## config.mk

```make
export PLATFORM = sky130hd
export DESIGN_NAME = tbt_queue
export DESIGN_NICKNAME = d
export VERILOG_FILES = /design/src/hw/rtl/tbt_pkg.sv /design/src/hw/rtl/tbt_queue.sv
export SDC_FILE = /design/constraint.sdc
export NUM_CORES = 1
export LEC_CHECK = 0
export ABC_AREA = 1
export BUFFER_PORTS_ARGS = -buffer_cell sky130_fd_sc_hd__buf_2
export CORE_AREA = 5 5 302 304
export CTS_CLUSTER_SIZE = 30
export DETAILED_ROUTE_END_ITERATION = 6
export DIE_AREA = 0 0 307 309
export HOLD_SLACK_MARGIN = 0.06
export PLACE_DENSITY_LB_ADDON = 0.05
export SYNTH_ARGS = -nofsm -noshare
export SYNTH_HDL_FRONTEND = slang
export SYNTH_SLANG_ARGS = --single-unit
```

## constraint.sdc

```tcl
create_clock -name clock -period 25.8 [get_ports clock]
set_clock_uncertainty 0.15 [all_clocks]
set_input_delay 2.58 -clock clock [delete_from_list [all_inputs] [get_ports clock]]
set_output_delay 2.58 -clock clock [all_outputs]
set_load 0.005 [all_outputs]
```

## src/hw/rtl/tbt_pkg.sv

```systemverilog
// shared types, widths and helpers for the triangle tangent / bitangent block
// used by every module of the block; depends on nothing
package tbt_pkg;

   localparam int INDEX_WIDTH     = 24;
   localparam int Q_WIDTH         = 32;
   localparam int REQ_FIELD_BITS  = 5 * Q_WIDTH + INDEX_WIDTH;
   localparam int REQ_TDATA_WIDTH = ((REQ_FIELD_BITS + 7) / 8) * 8;
   localparam int RSP_FIELD_BITS  = 6 * Q_WIDTH + 3 * INDEX_WIDTH;
   localparam int RSP_TDATA_WIDTH = ((RSP_FIELD_BITS + 7) / 8) * 8;

   localparam logic [Q_WIDTH-1:0] Q_MAX = {1'b0, {(Q_WIDTH-1){1'b1}}};
   localparam logic [Q_WIDTH-1:0] Q_MIN = {1'b1, {(Q_WIDTH-1){1'b0}}};

   typedef logic [INDEX_WIDTH-1:0] index_type;
   typedef logic [Q_WIDTH-1:0]     q_type;

   typedef struct packed {
      q_type [2:0] dp1;
      q_type [2:0] dp2;
      q_type       du1;
      q_type       dv1;
      q_type       du2;
      q_type       dv2;
      index_type   corner_a;
      index_type   corner_b;
      index_type   corner_c;
   } job_type;

   typedef struct packed {
      logic valid;
      logic ready;
   } link_type;

   function automatic q_type sat_delta(input logic signed [Q_WIDTH:0] d);
      q_type r;
      if (d[Q_WIDTH] != d[Q_WIDTH-1]) begin
         r = d[Q_WIDTH] ? Q_MIN : Q_MAX;
      end else begin
         r = d[Q_WIDTH-1:0];
      end
      return r;
   endfunction

endpackage

```

## src/hw/rtl/tbt_queue.sv

```systemverilog
// two-entry queue of triangle jobs between front and back end
// depends on tbt_pkg
module tbt_queue (
   input  logic             clock,
   input  logic             reset,
   input  logic             in_valid,
   output logic             in_ready,
   input  tbt_pkg::job_type in_job,
   output logic             out_valid,
   input  logic             out_ready,
   output tbt_pkg::job_type out_job
);
   import tbt_pkg::*;

   job_type    mem_ff [2];
   logic       wr_ptr_ff, wr_ptr_in, rd_ptr_ff, rd_ptr_in;
   logic [1:0] count_ff, count_in;
   logic       push, pop;

   assign in_ready  = (count_ff != 2'd2);
   assign out_valid = (count_ff != 2'd0);
   assign out_job   = mem_ff[rd_ptr_ff];
   assign push      = in_valid && in_ready;
   assign pop       = out_valid && out_ready;

   always_comb begin
      wr_ptr_in = push ? !wr_ptr_ff : wr_ptr_ff;
      rd_ptr_in = pop ? !rd_ptr_ff : rd_ptr_ff;
      count_in  = count_ff + {1'b0, push} - {1'b0, pop};
   end

   always_ff @(posedge clock) begin
      if (reset) begin
         wr_ptr_ff <= 1'b0;
         rd_ptr_ff <= 1'b0;
         count_ff  <= 2'd0;
      end else begin
         wr_ptr_ff <= wr_ptr_in;
         rd_ptr_ff <= rd_ptr_in;
         count_ff  <= count_in;
      end
   end

   always_ff @(posedge clock) begin
      if (push) begin
         mem_ff[wr_ptr_ff] <= in_job;
      end
   end

endmodule

```

==> flow_metrics.tcl <==
set metrics [dict create \
    drc 0 \
    cap_violations 0 \
    netlist_instances 1256 \
    holdPathStages 2 \
    yosysWarnings 0 \
    outcome "completed" \
    r2r_setup_slack_ns 21.93 \
    setup_viol 0 \
    crit_fanout 63 \
    path_class "flop to primary output" \
    vias 15016 \
    finalNetCount 2504 \
    place_area_um2 33870 \
    fin_crit_sh 0.2543 \
    die_h_um 309 \
    crit_path_cell_trace "buf_4 -> buf_4 -> mux2_2 -> buf_2" \
    die_w_um 307 \
    pin_count 790 \
    routed_via_density 4.456 \
    grt_antenna_before_repair 63 \
    io_buffers 789 \
    cpMostUsedCell "buf_4" \
    wirelength_um 80450 \
    worstPathArrival_ns 3.83 \
    final.min_clock_period_ns 6.562 \
    ys_ff_latch 789 \
    leakage_nw 13.57 \
    grt_pass1_wl_um 109900 \
    max_clock_freq_mhz 152.4 \
    cts_tree "yes" \
    hold_path_startpoint "rd_ptr_ff" \
    post_cts_buffers 0 \
    num_rows 109 \
    rsz0062_at_grt "false" \
    powerDensity_nw_per_um2 99.63 \
    hold_viol 0 \
    post-route-util 0.4182 \
    hold_end "rd_ptr_ff" \
    die_area_um2 94860 \
    firstDrtPassIters 4 \
    clkTransAtPathRegs_ns 0.05 \
    hpwl_um 57040 \
    syn-cell-area_um2 28790 \
    crit_family "buffers and inverters" \
    cpPeakStageDelay_ns 0.99 \
    syn_avg_cell_area_um2 22.92 \
    grt_pass1_vias 15936 \
    root_buffer "clkbuf_16" \
    ir_drop_mv 0.05329 \
    htreeDepth 3 \
    ys_seq_area_frac 0.8212 \
    ant_nets 0 \
    r2r_cells 6 \
    drive_gt1_frac 0.6025 \
    initial_utilization 0.3273 \
    cts_buffers 89 \
    worstSetupStartpointType "flop" \
    overflow 0 \
    cp-end-kind "primary output" \
    fp.coreArea_um2 87970 \
    cts_resized 0 \
    drv_slew 0 \
    cts_sinks 789 \
    worst_pin_slew_ns 1.197 \
    synthesis.nets 1653 \
    max-slew-margin-rel 0.2021 \
    drt-initial-drc-count 635 \
    setup_tns_ns 0 \
    cts_buffer_depth 3 \
    grt_use_total 0.1597 \
    slowest_stage "dfxtp_4" \
    rr_startpoint "count_ff[0]" \
    synth.distinct_cells 16 \
    grt_start_max_net_pins 173 \
    gp_congestion 0.7801 \
    insertion_delay_ns 0.61 \
    hold_buffers 0 \
    worstReg2RegEnd "mem_ff[0][150]" \
    wl_per_cell_um 23.87 \
    crit_required_ns 23.07 \
    path_buf_inv 3 \
    syn_to_final_growth_pct 27.78 \
    fin_area_um2 36790 \
    min_path_type "flop to flop" \
]
==> cell type report <==
class	count	area, um^2
multi-input cells	415	4647
fillers	8071	51180
diodes	29	72.57
clock inverters	49	476.7
flip-flops and latches	789	23650
clock buffers	111	2371
repair buffers	804	4086
inverters	8	30.03
well taps	1165	1458
==> layout by cell type (no fill, tap or decap) <==
| cell type | count |
|---|---|
| a21oi_1 | 2 |
| buf_12 | 2 |
| buf_2 | 789 |
| buf_4 | 13 |
| bufinv_16 | 8 |
| clkbuf_1 | 17 |
| clkbuf_16 | 90 |
| clkbuf_8 | 4 |
| clkinv_1 | 23 |
| clkinv_2 | 13 |
| clkinv_4 | 1 |
| clkinv_8 | 1 |
| dfxtp_1 | 4 |
| dfxtp_4 | 1 |
| diode_2 | 29 |
| edfxtp_1 | 784 |
| ha_1 | 1 |
| inv_1 | 8 |
| inv_16 | 3 |
| mux2_1 | 8 |
| mux2_2 | 354 |
| mux2_4 | 30 |
| nand2_1 | 8 |
| nand3_1 | 1 |
| nor2_1 | 7 |
| nor2_4 | 2 |
| nor3_1 | 1 |
| xnor2_1 | 1 |
==> state kept, by name, indices dropped and copies added (netlist names), named ones only <==
name	cells
count_ff	2
mem_ff	784
wr_ptr_ff	1
rd_ptr_ff	1
==> worst max path at each step <==
| stage | to | cells after the start | from |
|---|---|---|---|
| after floorplan | mem_ff[1][0] | 2 | in_valid |
| after detailed placement | mem_ff[0][182] | 5 | in_valid |
| after global routing | out_job[385] | 4 | flop |
| after global placement | mem_ff[0][186] | 5 | in_valid |
| final | out_job[365] | 4 | flop |
| after CTS | out_job[168] | 4 | flop |
==> kinds of logic (layout without fill, tap and decap cells) <==
group / Yosys count / count (layout) / share of synthesized area
xor+xnor: 1 / 1 / 0.0003043
simple gates: 19 / 19 / 0.002564
fa+ha+maj: 1 / 1 / 0.0004345
mux: 392 / 392 / 0.1572
compound gates: 2 / 2 / 0.0003477
flops: 789 / 789 / 0.8212
buf+inv: 52 / 972 / 0.01791
other cells: 0 / 29 / 0
==> stage by stage <==
| stage | std cells | power (mW) | worst slack, ns | hold WS (ns) |
|---|---|---|---|---|
| floorplan | 1256 | 2.253 | 5.539 | 0.3169 |
| detailed placement | 3181 | 2.495 | 19.52 | 0.3519 |
| finish | 3370 | 3.665 | 19.24 | 0.3695 |
| global placement | 3181 | 2.490 | 19.51 | 0.3379 |
| global route | 3354 | 3.846 | 18.95 | 0.4035 |
| CTS | 3341 | 3.746 | 19.00 | 0.3675 |
==> Yosys cell counts <==
cell      count  area [um^2]
nand3_1       1        5.000
a21oi_1       2        10.01
ha_1          1        12.51
buf_6        42        473.0
nand2_1       8        30.03
mux2_1        8        90.09
buf_2         1        5.000
inv_1         8        30.03
mux2_4       30        450.4
xnor2_1       1        8.760
nor2_1        9        33.78
buf_4         1        7.510
nor3_1        1        5.000
dfxtp_1       5        100.1
mux2_2      354         3986
edfxtp_1    784        23540
==> worst reg2reg max path, cell delays in order (launching register included) <==
cell and delay (ns):
dfxtp_1 0.35, inv_1 0.05, nand2_1 0.10, nand2_1 0.20
nor2_4 0.88, buf_4 0.84, buf_4 0.88
==> power by group <==
part	leakage, nW	total [mW]	switching (mW)	internal, mW
Sequential	7.37	1.67	0.0462	1.63
Clock	1.40	1.23	0.495	0.732
Combinational	4.81	0.765	0.415	0.350
Total	13.6	3.67	0.956	2.71
==> metal layers <==
metal	GRT usage	up-vias	share of wire
met5	0	-	0.0031
met4	0.06538	42	0.037
met3	0.07346	194	0.10
met2	0.2958	579	0.54
met1	0.1533	7433	0.32
li1	-	6768	-
No activity file was read; power rests on OpenSTA's default activity.
