File: src/hw/rtl/tbt_pkg.sv
// shared types, widths and helpers for the triangle tangent / bitangent block
// used by every module of the block; depends on nothing
package tbt_pkg;

   localparam int INDEX_WIDTH     = 24;
   localparam int Q_WIDTH         = 32;
   localparam int REQ_FIELD_BITS  = 5 * Q_WIDTH + INDEX_WIDTH;
   localparam int REQ_TDATA_WIDTH = ((REQ_FIELD_BITS + 7) / 8) * 8;
   localparam int RSP_FIELD_BITS  = 6 * Q_WIDTH + 3 * INDEX_WIDTH;
   localparam int RSP_TDATA_WIDTH = ((RSP_FIELD_BITS + 7) / 8) * 8;

   localparam logic [Q_WIDTH-1:0] Q_MAX = {1'b0, {(Q_WIDTH-1){1'b1}}};
   localparam logic [Q_WIDTH-1:0] Q_MIN = {1'b1, {(Q_WIDTH-1){1'b0}}};

   typedef logic [INDEX_WIDTH-1:0] index_type;
   typedef logic [Q_WIDTH-1:0]     q_type;

   typedef struct packed {
      q_type [2:0] dp1;
      q_type [2:0] dp2;
      q_type       du1;
      q_type       dv1;
      q_type       du2;
      q_type       dv2;
      index_type   corner_a;
      index_type   corner_b;
      index_type   corner_c;
   } job_type;

   typedef struct packed {
      logic valid;
      logic ready;
   } link_type;

   function automatic q_type sat_delta(input logic signed [Q_WIDTH:0] d);
      q_type r;
      if (d[Q_WIDTH] != d[Q_WIDTH-1]) begin
         r = d[Q_WIDTH] ? Q_MIN : Q_MAX;
      end else begin
         r = d[Q_WIDTH-1:0];
      end
      return r;
   endfunction

endpackage

File: src/hw/rtl/tbt_front.sv
// front end: collects the corners of a triangle and forms the saturated edge deltas
// depends on tbt_pkg
module tbt_front (
   input  logic                                clock,
   input  logic                                reset,
   input  logic                                req_tvalid,
   output logic                                req_tready,
   input  logic [tbt_pkg::REQ_TDATA_WIDTH-1:0] req_tdata,
   output tbt_pkg::link_type                   job_link_out,
   input  logic                                job_ready,
   output tbt_pkg::job_type                    job
);
   import tbt_pkg::*;

   localparam logic [1:0] SLOT_FIRST  = 2'd0;
   localparam logic [1:0] SLOT_SECOND = 2'd1;
   localparam logic [1:0] SLOT_THIRD  = 2'd2;

   logic [1:0] slot_ff, slot_in;
   q_type      held_p0_ff [3];
   q_type      held_p1_ff [3];
   q_type      held_u0_ff, held_v0_ff, held_u1_ff, held_v1_ff;
   index_type  held_i0_ff, held_i1_ff;

   q_type      pos [3];
   q_type      tex_u, tex_v;
   index_type  vertex_index;
   logic       is_third, accept;

   assign pos[0]       = req_tdata[31:0];
   assign pos[1]       = req_tdata[63:32];
   assign pos[2]       = req_tdata[95:64];
   assign tex_u        = req_tdata[127:96];
   assign tex_v        = req_tdata[159:128];
   assign vertex_index = req_tdata[160 +: INDEX_WIDTH];

   assign is_third   = (slot_ff == SLOT_THIRD);
   assign req_tready = !is_third || job_ready;
   assign accept     = req_tvalid && req_tready;

   assign job_link_out.valid = req_tvalid && is_third;
   assign job_link_out.ready = job_ready;

   always_comb begin
      for (int k = 0; k < 3; k++) begin
         job.dp1[k] = sat_delta({held_p1_ff[k][31], held_p1_ff[k]}
                                - {held_p0_ff[k][31], held_p0_ff[k]});
         job.dp2[k] = sat_delta({pos[k][31], pos[k]} - {held_p0_ff[k][31], held_p0_ff[k]});
      end
      job.du1      = sat_delta({held_u1_ff[31], held_u1_ff} - {held_u0_ff[31], held_u0_ff});
      job.dv1      = sat_delta({held_v1_ff[31], held_v1_ff} - {held_v0_ff[31], held_v0_ff});
      job.du2      = sat_delta({tex_u[31], tex_u} - {held_u0_ff[31], held_u0_ff});
      job.dv2      = sat_delta({tex_v[31], tex_v} - {held_v0_ff[31], held_v0_ff});
      job.corner_a = held_i0_ff;
      job.corner_b = held_i1_ff;
      job.corner_c = vertex_index;
   end

   always_comb begin
      slot_in = slot_ff;
      if (accept) begin
         case (slot_ff)
            SLOT_SECOND: slot_in = SLOT_THIRD;
            SLOT_THIRD:  slot_in = SLOT_FIRST;
            default:     slot_in = SLOT_SECOND;
         endcase
      end
   end

   always_ff @(posedge clock) begin
      if (reset) begin
         slot_ff <= SLOT_FIRST;
      end else begin
         slot_ff <= slot_in;
      end
   end

   always_ff @(posedge clock) begin
      if (accept && slot_ff == SLOT_SECOND) begin
         held_p1_ff <= pos;
         held_u1_ff <= tex_u;
         held_v1_ff <= tex_v;
         held_i1_ff <= vertex_index;
      end
      if (accept && slot_ff != SLOT_SECOND && slot_ff != SLOT_THIRD) begin
         held_p0_ff <= pos;
         held_u0_ff <= tex_u;
         held_v0_ff <= tex_v;
         held_i0_ff <= vertex_index;
      end
   end

endmodule

File: config.mk
export PLATFORM = sky130hd
export DESIGN_NAME = tbt_front
export DESIGN_NICKNAME = d
export VERILOG_FILES = /design/src/hw/rtl/tbt_pkg.sv /design/src/hw/rtl/tbt_front.sv
export SDC_FILE = /design/constraint.sdc
export NUM_CORES = 1
export LEC_CHECK = 0
export BUFFER_PORTS_ARGS = -buffer_cell sky130_fd_sc_hd__buf_2
export CAP_MARGIN = 20
export CORE_ASPECT_RATIO = 1.4
export CORE_MARGIN = 3
export CORE_UTILIZATION = 58
export CTS_BUF_LIST = sky130_fd_sc_hd__clkbuf_8
export DETAILED_ROUTE_END_ITERATION = 12
export PLACE_DENSITY_LB_ADDON = 0.25
export SYNTH_ARGS = -nofsm -noshare
export SYNTH_HDL_FRONTEND = slang
export SYNTH_SLANG_ARGS = --single-unit
File: constraint.sdc
create_clock -name clock -period 27.5 [get_ports clock]
set_input_delay 8.25 -clock clock [delete_from_list [all_inputs] [get_ports clock]]
set_output_delay 8.25 -clock clock [all_outputs]
set_load 0.02 [all_outputs]
==> summary.md <==
| Metric | Value |
|---|---|
| CTS Root Cell | `clkbuf_8` |
| Share of cells above drive strength 1 | `21.0%` |
| Critical path endpoint | `job[221]` |
| CP cell instances | `buf_2 > inv_1 > ha_1 > inv_1 > fa_1 > a21oi_1 > o22ai_1 > o211a_1 > o311a_1 > a211oi_2 > o21ai_1 > nand4b_1 > nor4b_2 > nor2_1 > nand2_1 > o21ai_0 > buf_2` |
| # hold bufs at CTS | `0` |
| Fin Clk Skew | `between 20 and 25 ps` |
| Final period util | `75.5%` |
| Post-CTS resize count | `0` |
| Largest net degree at the start of global routing | `126` |
| Area of the multi-input gates | `between 15000 and 20000 um^2` |
| Crit path DAT | `12500 ps` |
| Number of CTS-inserted buffers | `between 50 and 60` |
| Reg2reg setup slack | `roughly 25000 ps` |
| Tot GR Track Use | `30.9%` |
| Average size of a mapped cell | `9.58 um^2` |
| CP Launch Type | `input port` |
| Row count | `97` |
| Grt total ovfl | `0` |
| Worst slew pin tran | `1000 ps` |
| Final min period | `just over 20000 ps` |
| Initial Util | `between 50 and 60%` |
| First-pass GRT wire length | `roughly 130 mm` |
| Pre-antenna DRT Iters | `6` |
| Vias in the first global route | `between 20000 and 30000` |
| NumNets Final | `4202` |
| Pre-CTS setup slack | `6750 ps` |
| Post-CTS setup buffers | `0` |
| Setup ws final | `6750 ps` |
| Vias | `roughly 26000` |
| Clock transition at path regs | `70 ps` |
| Cells after DPL | `between 4000 and 5000` |
| PortBufs | `582` |
| Iter 0 DRT Violations | `1653` |
| Max-Cap Viols | `0` |
| Area share of the largest cell type after synthesis | `36.9%` |
| Drt wl/cell | `between 15 and 20 um` |
| Worst-case reg-to-reg path depth | `5` |
| Fin cells | `4397` |
| Fillers | `between 4000 and 5000` |
| Height of the die | `275 um` |
| Setup CP Type | `in2out` |
| HP Class | `reg2reg` |
| Vias per inst | `5.99` |
| Deepest clock path buffer count | `3` |
| Seq/Total Area, Yosys | `37.0%` |
| Post-synth top area cell | `edfxtp_1` |
| #FFs+latches synth | `370` |
| Die Area | `54400 um^2` |
| Final setup vio count | `0` |
| Outcome | `complete, no violations` |
| DP HPWL | `68.4 mm` |
| Die X | `198 um` |
| Final Hold Vio Count | `0` |
| Crit path capture type | `output port` |
| Synth cell types | `100` |
| FMAX | `48.2 MHz` |
| Synth Instances | `~3100` |
| Worst skew pair latency | `660 ps` |
| Final core occ | `slightly below 70%` |
| Ys Warns | `0` |
| Max-slew headroom | `32.9%` |
| Area contributors post-synth | `edfxtp_1 37%, ha_1 13%, a21oi_1 6.2%` |
| Clock Sinks | `370` |
| FF-to-FF End | `held_p0_ff[62]` |
| RSZ-0062 raised after global routing | `false` |
| Synth Flop Type | `edfxtp_1` |
| Crit path max fanout | `29` |
| Final Max Tran Viols | `0` |
| EDFF count, synth | `368` |
| Sum Neg Setup Slack | `0 ps` |
| Post-Syn Area | `roughly 30000 um^2` |
| Reg area | `around 11000 um^2` |
| Initial antenna violation count | `25` |
| Req. time, crit path | `approximately 19000 ps` |
| Boundary Pins | `between 500 and 600` |
| Syn_nets | `3645` |
| H-Tree Depth | `2` |
| LEAKAGE | `approximately 16 nW` |
| Routed WL | `87.8 mm` |
| DRC | `0` |
| Async S/R FF share, synth | `0%` |
| GP Congestion | `a little under 1` |
| FF-to-FF Start | `slot_ff[1]` |
| Critical path's slowest cell | `nand2_1` |
| Critical path's largest stage delay | `750 ps` |
| Area growth from synthesis to layout | `15.8%` |
| Worst setup path start | `req_tdata[0]` |
| Cell Pwr Density | `65.2 nW/um^2` |
| CTS tree | `yes` |
| Core ar. | `50500 um^2` |
| VDD IR max | `between 0.05 and 0.06 mV` |
| Antenna-violating nets left | `0` |
[cells by family after synthesis]
kind of cell / after synthesis / share of synthesized area (%)
XOR/XNOR: 293 / 8.60
AND/OR/NAND/NOR: 572 / 9.44
AO/OA/AOI/OAI: 1175 / 24.7
flip-flops: 370 / 37.0
adder cells (fa/ha/maj): 350 / 14.7
buffers and inverters: 355 / 5.14
multiplexers: 10 / 0.351
[through the flow]
step / hold WS (ps) / power [mW] / cell area, um^2
floorplan: 448 / 1.41 / 29900
global placement: 471 / 1.72 / 33300
detailed placement: 475 / 1.73 / 33300
CTS: 484 / 2.26 / 34600
global route: 522 / 2.38 / 34600
finish: 481 / 2.26 / 34700
[worst min path at each step]
stage / start / endpoint / slack, ps / cells past startpoint
global route: slot_ff[0] / slot_ff[0] / 520 / 2
detailed placement: slot_ff[0] / slot_ff[0] / 480 / 2
global placement: slot_ff[0] / slot_ff[0] / 470 / 2
finish: slot_ff[0] / slot_ff[0] / 480 / 2
floorplan: slot_ff[0] / slot_ff[0] / 450 / 2
CTS: slot_ff[0] / slot_ff[0] / 480 / 2
[metal layers]
| metal | GRT usage [%] | vias up | share of wire, % |
|---|---|---|---|
| met3 | 6.00 | 235 | 7.9 |
| met1 | 36.3 | 12365 | 38 |
| met5 | 0 | - | 0.088 |
| met2 | 54.0 | 1029 | 49 |
| met4 | 15.0 | 12 | 4.8 |
| li1 | - | 12692 | - |
[area by class of cell]
cell class                 count  share of cell area, %
clock inverter                52                   1.35
clock buffer                  60                   2.38
antenna                       21                  0.152
timing repair buffer         601                   8.95
inverter                     250                   2.71
multi-input combinational   2400                   50.1
sequential                   370                   32.0
tap                          643                   2.32
[synth_stat cells (6+ instances only)]
| cell | n |
|---|---|
| a2111oi_0 | 7 |
| a211o_1 | 7 |
| a211oi_1 | 26 |
| a21o_1 | 162 |
| a21oi_1 | 370 |
| a221o_1 | 8 |
| a311oi_1 | 6 |
| a31o_2 | 7 |
| a31oi_1 | 34 |
| and2_1 | 13 |
| and3_1 | 28 |
| and4_1 | 7 |
| buf_2 | 28 |
| buf_4 | 34 |
| clkbuf_1 | 32 |
| edfxtp_1 | 368 |
| fa_1 | 10 |
| ha_1 | 322 |
| inv_1 | 250 |
| maj3_1 | 18 |
| mux2i_1 | 6 |
| nand2_1 | 163 |
| nand2b_1 | 48 |
| nand3_1 | 44 |
| nand4_1 | 29 |
| nor2_1 | 133 |
| nor2b_1 | 39 |
| nor3_1 | 22 |
| o211ai_1 | 15 |
| o21a_1 | 40 |
| o21ai_0 | 306 |
| o21ai_1 | 21 |
| o21ai_2 | 33 |
| o21bai_1 | 38 |
| o31ai_1 | 14 |
| o41ai_1 | 6 |
| or2_2 | 9 |
| or3_1 | 9 |
| xnor2_1 | 164 |
| xor2_1 | 128 |
[cells in the final DEF, fill, tap and decap left out, drive strengths merged, types with 18 or more instances in the layout]
master  count
nand2     163
a31oi      36
clkbuf     60
nand4      29
o21bai     38
nand3      44
diode      21
a21o      162
nor2b      39
nor3       22
a21oi     373
nand2b     48
maj3       18
o21a       41
inv       262
xor2      128
nor2      135
clkinv     28
edfxtp    368
xnor2     165
and3       28
buf       601
ha        322
a211oi     28
o21ai     360
[worst max-delay path, delay by kind of cell]
kind / cells / cell delay, ps
AOI/OAI and AO/OA: 7 / 1880
adders and majority gates: 2 / 590
buffers and inverters: 4 / 450
and+or+nand+nor: 4 / 1330
[where the power goes]
group / switching, mW / internal [mW] / leakage (nW)
sequential: 0.00806 / 0.661 / 3.46
clock: 0.238 / 0.290 / 0.704
combinational: 0.704 / 0.361 / 11.4
[flip-flops by register name, summed over array words and instances, names as in the netlist]
name and cells:
held_i0_ff 24, held_i1_ff 24, held_p0_ff 96, held_p1_ff 96, held_u0_ff 32, held_u1_ff 32
held_v0_ff 32, held_v1_ff 32, slot_ff 2
Note: power is estimated with default switching activity, not from simulation.
