$ cat config.mk
export PLATFORM = sky130hd
export DESIGN_NAME = tbt_back
export DESIGN_NICKNAME = d
export VERILOG_FILES = /design/src/hw/rtl/tbt_pkg.sv /design/src/hw/rtl/tbt_back.sv
export SDC_FILE = /design/constraint.sdc
export NUM_CORES = 2
export LEC_CHECK = 0
export BUFFER_PORTS_ARGS = -buffer_cell sky130_fd_sc_hd__buf_2
export CELL_PAD_IN_SITES_DETAIL_PLACEMENT = 1
export CELL_PAD_IN_SITES_GLOBAL_PLACEMENT = 1
export CORE_MARGIN = 2
export CORE_UTILIZATION = 42
export DETAILED_ROUTE_END_ITERATION = 8
export GPL_TIMING_DRIVEN = 0
export PLACE_DENSITY = 0.76
export REMOVE_ABC_BUFFERS = 1
export SLEW_MARGIN = 20
export SYNTH_ARGS = -nofsm -noshare
export SYNTH_HDL_FRONTEND = slang
export SYNTH_SLANG_ARGS = --single-unit
$ cat constraint.sdc
create_clock -name clock -period 22.3 [get_ports clock]
set_input_delay 1.115 -clock clock [delete_from_list [all_inputs] [get_ports clock]]
set_output_delay 1.115 -clock clock [all_outputs]
set_load 0.01 [all_outputs]
$ cat src/hw/rtl/tbt_pkg.sv
// shared types, widths and helpers for the triangle tangent / bitangent block
// used by every module of the block; depends on nothing
package tbt_pkg;

   localparam int INDEX_WIDTH     = 24;
   localparam int Q_WIDTH         = 32;
   localparam int REQ_FIELD_BITS  = 5 * Q_WIDTH + INDEX_WIDTH;
   localparam int REQ_TDATA_WIDTH = ((REQ_FIELD_BITS + 7) / 8) * 8;
   localparam int RSP_FIELD_BITS  = 6 * Q_WIDTH + 3 * INDEX_WIDTH;
   localparam int RSP_TDATA_WIDTH = ((RSP_FIELD_BITS + 7) / 8) * 8;

   localparam logic [Q_WIDTH-1:0] Q_MAX = {1'b0, {(Q_WIDTH-1){1'b1}}};
   localparam logic [Q_WIDTH-1:0] Q_MIN = {1'b1, {(Q_WIDTH-1){1'b0}}};

   typedef logic [INDEX_WIDTH-1:0] index_type;
   typedef logic [Q_WIDTH-1:0]     q_type;

   typedef struct packed {
      q_type [2:0] dp1;
      q_type [2:0] dp2;
      q_type       du1;
      q_type       dv1;
      q_type       du2;
      q_type       dv2;
      index_type   corner_a;
      index_type   corner_b;
      index_type   corner_c;
   } job_type;

   typedef struct packed {
      logic valid;
      logic ready;
   } link_type;

   function automatic q_type sat_delta(input logic signed [Q_WIDTH:0] d);
      q_type r;
      if (d[Q_WIDTH] != d[Q_WIDTH-1]) begin
         r = d[Q_WIDTH] ? Q_MIN : Q_MAX;
      end else begin
         r = d[Q_WIDTH-1:0];
      end
      return r;
   endfunction

endpackage

$ cat src/hw/rtl/tbt_back.sv
// back end: shared multiplier for determinant and numerators, bit-serial divider,
// output register; depends on tbt_pkg
module tbt_back (
   input  logic                                clock,
   input  logic                                reset,
   input  logic                                job_valid,
   output logic                                job_ready,
   input  tbt_pkg::job_type                    job,
   output logic                                rsp_tvalid,
   input  logic                                rsp_tready,
   output logic [tbt_pkg::RSP_TDATA_WIDTH-1:0] rsp_tdata,
   output logic                                rsp_tuser
);
   import tbt_pkg::*;

   localparam logic [2:0] ST_IDLE  = 3'd0;
   localparam logic [2:0] ST_MUL   = 3'd1;
   localparam logic [2:0] ST_DLOAD = 3'd2;
   localparam logic [2:0] ST_DIV   = 3'd3;
   localparam logic [2:0] ST_DONE  = 3'd4;

   localparam logic [3:0] MUL_LAST = 4'd13;
   localparam logic [6:0] DIV_LAST = 7'd79;
   localparam logic [2:0] SEL_LAST = 3'd5;

   logic [2:0]         state_ff, state_in;
   logic               rsp_valid_ff, rsp_valid_in;
   job_type            job_ff, job_in;
   logic [3:0]         mul_idx_ff, mul_idx_in;
   logic               phase_ff, phase_in;
   logic signed [63:0] prod_ff, prod_in, acc_ff, acc_in;
   logic signed [63:0] num_ff [7];
   logic signed [63:0] num_in [7];
   logic [2:0]         sel_ff, sel_in;
   logic [6:0]         cnt_ff, cnt_in;
   logic [79:0]        sh_ff, sh_in;
   logic [63:0]        rem_ff, rem_in, den_ff, den_in;
   logic [32:0]        quo_ff, quo_in;
   logic               ovf_ff, ovf_in, neg_ff, neg_in;
   q_type              res_ff [6];
   q_type              res_in [6];
   q_type              out_res_ff [6];
   q_type              out_res_in [6];
   logic               out_degen_ff, out_degen_in;
   index_type          out_a_ff, out_a_in, out_b_ff, out_b_in, out_c_ff, out_c_in;

   logic signed [31:0] op_a, op_b;
   logic signed [63:0] numer, denom;
   logic [64:0]        trial, diff;
   logic               ge, big, degen;
   q_type              quot;

   assign job_ready  = (state_ff == ST_IDLE);
   assign rsp_tvalid = rsp_valid_ff;
   assign rsp_tuser  = out_degen_ff;
   assign degen      = (num_ff[0] == 64'sd0);

   always_comb begin
      rsp_tdata = '0;
      for (int k = 0; k < 6; k++) begin
         rsp_tdata[k*32 +: 32] = out_res_ff[k];
      end
      rsp_tdata[192 +: INDEX_WIDTH]                 = out_a_ff;
      rsp_tdata[192 + INDEX_WIDTH +: INDEX_WIDTH]   = out_b_ff;
      rsp_tdata[192 + 2*INDEX_WIDTH +: INDEX_WIDTH] = out_c_ff;
   end

   always_comb begin
      case (mul_idx_ff)
         4'd0:    begin op_a = job_ff.du1;    op_b = job_ff.dv2; end
         4'd1:    begin op_a = job_ff.dv1;    op_b = job_ff.du2; end
         4'd2:    begin op_a = job_ff.dp1[0]; op_b = job_ff.dv2; end
         4'd3:    begin op_a = job_ff.dp2[0]; op_b = job_ff.dv1; end
         4'd4:    begin op_a = job_ff.dp1[1]; op_b = job_ff.dv2; end
         4'd5:    begin op_a = job_ff.dp2[1]; op_b = job_ff.dv1; end
         4'd6:    begin op_a = job_ff.dp1[2]; op_b = job_ff.dv2; end
         4'd7:    begin op_a = job_ff.dp2[2]; op_b = job_ff.dv1; end
         4'd8:    begin op_a = job_ff.dp2[0]; op_b = job_ff.du1; end
         4'd9:    begin op_a = job_ff.dp1[0]; op_b = job_ff.du2; end
         4'd10:   begin op_a = job_ff.dp2[1]; op_b = job_ff.du1; end
         4'd11:   begin op_a = job_ff.dp1[1]; op_b = job_ff.du2; end
         4'd12:   begin op_a = job_ff.dp2[2]; op_b = job_ff.du1; end
         4'd13:   begin op_a = job_ff.dp1[2]; op_b = job_ff.du2; end
         default: begin op_a = '0;            op_b = '0;         end
      endcase
   end

   always_comb begin
      state_in     = state_ff;
      rsp_valid_in = rsp_valid_ff && !rsp_tready;
      job_in       = job_ff;
      mul_idx_in   = mul_idx_ff;
      phase_in     = phase_ff;
      prod_in      = prod_ff;
      acc_in       = acc_ff;
      num_in       = num_ff;
      sel_in       = sel_ff;
      cnt_in       = cnt_ff;
      sh_in        = sh_ff;
      rem_in       = rem_ff;
      den_in       = den_ff;
      quo_in       = quo_ff;
      ovf_in       = ovf_ff;
      neg_in       = neg_ff;
      res_in       = res_ff;
      out_res_in   = out_res_ff;
      out_degen_in = out_degen_ff;
      out_a_in     = out_a_ff;
      out_b_in     = out_b_ff;
      out_c_in     = out_c_ff;

      numer = num_ff[sel_ff + 3'd1];
      denom = num_ff[0];
      trial = {rem_ff, sh_ff[79]};
      diff  = trial - {1'b0, den_ff};
      ge    = (trial >= {1'b0, den_ff});
      big   = ovf_ff || quo_ff[32] || quo_ff[31];
      quot  = '0;

      case (state_ff)
         ST_IDLE: begin
            if (job_valid) begin
               job_in     = job;
               mul_idx_in = 4'd0;
               phase_in   = 1'b0;
               state_in   = ST_MUL;
            end
         end
         ST_MUL: begin
            if (!phase_ff) begin
               prod_in  = op_a * op_b;
               phase_in = 1'b1;
            end else begin
               phase_in = 1'b0;
               if (!mul_idx_ff[0]) begin
                  acc_in = prod_ff;
               end else begin
                  num_in[mul_idx_ff[3:1]] = acc_ff - prod_ff;
               end
               mul_idx_in = mul_idx_ff + 4'd1;
               if (mul_idx_ff == MUL_LAST) begin
                  sel_in   = 3'd0;
                  state_in = degen ? ST_DONE : ST_DLOAD;
               end
            end
         end
         ST_DLOAD: begin
            neg_in   = numer[63] ^ denom[63];
            sh_in    = {(numer[63] ? 64'd0 - numer : numer), 16'd0};
            den_in   = denom[63] ? 64'd0 - denom : denom;
            rem_in   = '0;
            quo_in   = '0;
            ovf_in   = 1'b0;
            cnt_in   = 7'd0;
            state_in = ST_DIV;
         end
         ST_DIV: begin
            if (cnt_ff == DIV_LAST + 7'd1) begin
               if (neg_ff) begin
                  quot = big ? Q_MIN : 32'd0 - quo_ff[31:0];
               end else begin
                  quot = big ? Q_MAX : quo_ff[31:0];
               end
               res_in[sel_ff] = quot;
               if (sel_ff == SEL_LAST) begin
                  state_in = ST_DONE;
               end else begin
                  sel_in   = sel_ff + 3'd1;
                  state_in = ST_DLOAD;
               end
            end else begin
               rem_in = ge ? diff[63:0] : trial[63:0];
               quo_in = {quo_ff[31:0], ge};
               ovf_in = ovf_ff || quo_ff[32];
               sh_in  = {sh_ff[78:0], 1'b0};
               cnt_in = cnt_ff + 7'd1;
            end
         end
         ST_DONE: begin
            if (!rsp_valid_ff) begin
               for (int k = 0; k < 6; k++) begin
                  out_res_in[k] = degen ? '0 : res_ff[k];
               end
               out_degen_in = degen;
               out_a_in     = job_ff.corner_a;
               out_b_in     = job_ff.corner_b;
               out_c_in     = job_ff.corner_c;
               rsp_valid_in = 1'b1;
               state_in     = ST_IDLE;
            end
         end
         default: begin
            state_in = ST_IDLE;
         end
      endcase
   end

   always_ff @(posedge clock) begin
      if (reset) begin
         state_ff     <= ST_IDLE;
         rsp_valid_ff <= 1'b0;
      end else begin
         state_ff     <= state_in;
         rsp_valid_ff <= rsp_valid_in;
      end
   end

   always_ff @(posedge clock) begin
      job_ff       <= job_in;
      mul_idx_ff   <= mul_idx_in;
      phase_ff     <= phase_in;
      prod_ff      <= prod_in;
      acc_ff       <= acc_in;
      num_ff       <= num_in;
      sel_ff       <= sel_in;
      cnt_ff       <= cnt_in;
      sh_ff        <= sh_in;
      rem_ff       <= rem_in;
      den_ff       <= den_in;
      quo_ff       <= quo_in;
      ovf_ff       <= ovf_in;
      neg_ff       <= neg_in;
      res_ff       <= res_in;
      out_res_ff   <= out_res_in;
      out_degen_ff <= out_degen_in;
      out_a_ff     <= out_a_in;
      out_b_ff     <= out_b_in;
      out_c_ff     <= out_c_in;
   end

endmodule

==> impl_metrics.xml <==
<?xml version="1.0" encoding="UTF-8"?>
<metrics>
  <group name="worst_setup_path">
    <metric name="critical_path_class" unit="">reg2reg</metric>
    <metric name="crit_top_cell" unit="">sky130_fd_sc_hd__fa_1</metric>
    <metric name="endpoint_kind" unit="">flop</metric>
    <metric name="timing.critical_path.fanout_max" unit="">19</metric>
    <metric name="startpoint_type" unit="">flop</metric>
    <metric name="timing.critical_path.arrival" unit="ps">13340</metric>
    <metric name="r2r_slack" unit="ps">9460</metric>
    <metric name="critPathRequiredTime" unit="ps">22800</metric>
    <metric name="cp_slowest_stage_delay" unit="ps">990</metric>
    <metric name="timing.critical_path.slowest_stage_cell" unit="">sky130_fd_sc_hd__a41oi_1</metric>
  </group>
  <group name="floorplanning">
    <metric name="rows" unit="">184</metric>
    <metric name="start_util" unit="%">42.3</metric>
    <metric name="core_region_area" unit="µm²">252000</metric>
    <metric name="die_h" unit="µm">507</metric>
    <metric name="io_pins" unit="">663</metric>
    <metric name="dieWidth" unit="µm">507</metric>
    <metric name="die-area" unit="µm²">257000</metric>
  </group>
  <group name="logic_synthesis">
    <metric name="post_synthesis_compound_gate_area_fraction" unit="%">8.18</metric>
    <metric name="yosys-mux-area-fraction" unit="%">2.10</metric>
    <metric name="yosys-top-cells-area" unit="">sky130_fd_sc_hd__edfxtp_1, sky130_fd_sc_hd__fa_1, sky130_fd_sc_hd__inv_1, sky130_fd_sc_hd__ha_1, sky130_fd_sc_hd__nand2_1</metric>
    <metric name="synth_top_area_cell" unit="">sky130_fd_sc_hd__edfxtp_1</metric>
    <metric name="synthesis.area_per_instance" unit="µm²">12.2</metric>
    <metric name="asyncSetResetFlopFracSynth" unit="%">0</metric>
    <metric name="synth.lib_cells_used.distinct" unit="">98</metric>
    <metric name="synth-xor-area-share" unit="%">2.66</metric>
    <metric name="yosys.cell_count.top_type" unit="">sky130_fd_sc_hd__edfxtp_1</metric>
    <metric name="synth_largest_type_area_fraction" unit="%">47.1</metric>
    <metric name="ys.warnings.count" unit="">0</metric>
    <metric name="post_synth_inst_count" unit="">8751</metric>
    <metric name="yosys_most_used_dff" unit="">sky130_fd_sc_hd__edfxtp_1</metric>
    <metric name="ys_ff_latch" unit="">1671</metric>
    <metric name="synth_enable_flop_cells" unit="">1667</metric>
    <metric name="share_of_the_yosys_chip_area_belonging_to_registers" unit="%">47.1</metric>
    <metric name="synth_top_family_by_area" unit="">adder cells</metric>
    <metric name="synthesis.area" unit="µm²">106000</metric>
    <metric name="synth-adder-area-share" unit="%">24.2</metric>
    <metric name="yosys.area_share.simple" unit="%">9.71</metric>
    <metric name="netlist_top_cells_count" unit="">sky130_fd_sc_hd__edfxtp_1, sky130_fd_sc_hd__inv_1, sky130_fd_sc_hd__fa_1</metric>
  </group>
  <group name="global_route">
    <metric name="groute.usage.overall" unit="%">25.2</metric>
    <metric name="antenna_found_initial" unit="">17</metric>
    <metric name="grt_first_pass_wirelength" unit="mm">495</metric>
    <metric name="first_global_vias" unit="">81400</metric>
    <metric name="overflow" unit="">0</metric>
    <metric name="grt_max_degree" unit="">116</metric>
  </group>
  <group name="clocking">
    <metric name="ctsRootBufferMaster" unit="">sky130_fd_sc_hd__clkbuf_16</metric>
    <metric name="ctsResizeCount" unit="">0</metric>
    <metric name="cts-buffers-inserted" unit="">179</metric>
    <metric name="post-cts-setup-buffer-count" unit="">0</metric>
    <metric name="cts_num_sinks" unit="">1671</metric>
    <metric name="tritoncts" unit="">yes</metric>
    <metric name="clock_tree.buffer_depth" unit="">3</metric>
    <metric name="cts.hold.buffers_added" unit="">0</metric>
    <metric name="clk_latency" unit="ps">890</metric>
    <metric name="path_clk_slew" unit="ps">60</metric>
    <metric name="cts-htree-levels" unit="">4</metric>
  </group>
  <group name="place">
    <metric name="dp_hpwl" unit="mm">246</metric>
    <metric name="place.gp.congestion" unit="">0.892</metric>
    <metric name="post-place-cells" unit="">12600</metric>
    <metric name="port_buffers" unit="">662</metric>
  </group>
  <group name="status">
    <metric name="status" unit="">completed</metric>
  </group>
  <group name="timing">
    <metric name="fin_tns_setup" unit="ps">0</metric>
    <metric name="hold_viol_final" unit="">0</metric>
    <metric name="tightestPinTransition" unit="ps">1220</metric>
    <metric name="final.setup_skew" unit="ps">130</metric>
    <metric name="setup_violations" unit="">0</metric>
    <metric name="drv_slew" unit="">0</metric>
    <metric name="timing.slew.headroom" unit="%">18.4</metric>
    <metric name="finalWorstPathRequiredPeriod" unit="ps">12840</metric>
    <metric name="fmax" unit="MHz">77.9</metric>
    <metric name="rsz0062_at_grt" unit="">false</metric>
    <metric name="min_period_over_period" unit="%">57.6</metric>
  </group>
  <group name="detailed_routing">
    <metric name="dr.first_iter.drc_count" unit="">5942</metric>
    <metric name="vias" unit="">72100</metric>
    <metric name="routed_wire_length" unit="mm">324</metric>
    <metric name="post_drt_via_cell_ratio" unit="">5.59</metric>
    <metric name="avgRoutedWirePerCell" unit="µm">25.1</metric>
    <metric name="final_antenna_net_count" unit="">0</metric>
    <metric name="drc_errors" unit="">0</metric>
    <metric name="drt_first_pass_iters" unit="">6</metric>
  </group>
  <group name="finish">
    <metric name="final_layout_size_suffix_gt1_share" unit="%">15.0</metric>
    <metric name="area_used_by_multi_input_combinational_logic" unit="µm²">50800</metric>
    <metric name="regArea" unit="µm²">50100</metric>
    <metric name="final.fill_count" unit="">26000</metric>
    <metric name="final_core_util" unit="%">48.6</metric>
    <metric name="design.final.nets" unit="">11200</metric>
    <metric name="area_growth" unit="%">15.1</metric>
    <metric name="layout.cells.non_filler" unit="">12900</metric>
  </group>
  <group name="flow_run">
    <metric name="max_cap_viol_count" unit="">0</metric>
  </group>
  <group name="worst_hold_path">
    <metric name="hold_class" unit="">reg2reg</metric>
  </group>
</metrics>
cell usage in the layout (no fill, tap or decap), types with 42 or more instances in the layout:
cell type                   synthesis  layout
sky130_fd_sc_hd__clkbuf_16          0     179
sky130_fd_sc_hd__edfxtp_1        1667    1667
sky130_fd_sc_hd__nor3_1            67      60
sky130_fd_sc_hd__ha_1             321     320
sky130_fd_sc_hd__o21ai_1           52      52
sky130_fd_sc_hd__nand3_1           87      82
sky130_fd_sc_hd__a31oi_1           45      45
sky130_fd_sc_hd__buf_2             39     668
sky130_fd_sc_hd__nand2b_1          44      44
sky130_fd_sc_hd__a22oi_1           83      83
sky130_fd_sc_hd__buf_6             30      42
sky130_fd_sc_hd__o21ai_0          197     197
sky130_fd_sc_hd__a22o_1            56      53
sky130_fd_sc_hd__nor2_1           773     749
sky130_fd_sc_hd__xor2_1           104     103
sky130_fd_sc_hd__mux2_2            61      61
sky130_fd_sc_hd__nand2_1          858     853
sky130_fd_sc_hd__fa_1            1085    1084
sky130_fd_sc_hd__inv_1           1218    1217
sky130_fd_sc_hd__clkbuf_1         308      42
sky130_fd_sc_hd__a21o_1           138     137
sky130_fd_sc_hd__mux4_2            64      64
sky130_fd_sc_hd__a21oi_1          310     309
sky130_fd_sc_hd__and2_1           239     239
sky130_fd_sc_hd__buf_12             0      49
sky130_fd_sc_hd__xnor2_1          217     217
metal layers:
metal	track usage [%]	share of wire [%]	vias to the layer above
li1	-	-	30900
met1	29.8	37	37400
met2	43.8	50	2953
met3	4.64	7.0	885
met4	12.7	5.5	8
met5	0	0.017	-
critical path: cells and delay by family (launching register included):
kind / cells / cell delay [ps]
fa+ha+maj: 10 / 4720
compound gates: 10 / 4430
simple gates: 4 / 1300
buf+inv: 6 / 790
flops: 1 / 540
xor+xnor: 1 / 460
mux: 1 / 220
state kept, by name (all words and copies together) (netlist names), 33 cells and up:
register	flops
denom	64
quo_ff	33
sh_ff	64
den_ff	64
rsp_tdata	192
prod_ff	64
num_ff	384
rem_ff	64
acc_ff	64
res_ff	192
job_ff	392
stage by stage:
| step | hold WS [ps] | cell area, µm² | setup slack (ps) |
|---|---|---|---|
| 2_1_floorplan | 400 | 105000 | 9860 |
| 3_3_place_gp | 400 | 112000 | 2060 |
| 3_5_place_dp | 406 | 116000 | 9540 |
| 4_1_cts | 336 | 122000 | 9420 |
| 5_1_grt | 368 | 122000 | 9230 |
| 6_report | 363 | 122000 | 9460 |
cells by family (layout without fill, tap and decap cells):
group,count (synthesis),in the layout
other,0,12
AO/OA/AOI/OAI,1284,1284
multiplexers,135,135
buffers and inverters,1629,2412
AND/OR/NAND/NOR,2304,2304
XOR/XNOR,322,322
adder cells (fa/ha/maj),1406,1406
flip-flops,1671,1671
layout make-up:
cell class,instances,share of cell area [%]
sequential,1671,41.0
clock inverter,99,1.12
inverter,1221,3.75
timing repair buffer,871,5.42
clock buffer,221,3.79
tap,3348,3.42
antenna,12,0.0245
multi-input combinational,5451,41.5
path summary, 6_finish.rpt:
check | cells after the start | end | startpoint
worst min-delay path | 0 | acc_ff[56] | prod_ff[56]
worst max register to register | 32 | prod_ff[63] | mul_idx_ff[0]
worst max-delay path | 32 | prod_ff[63] | mul_idx_ff[0]
worst min register to register | 0 | acc_ff[56] | prod_ff[56]
Power is not shown: default switching activity piles up to over one toggle a cycle in this logic, so the estimate is an artifact.
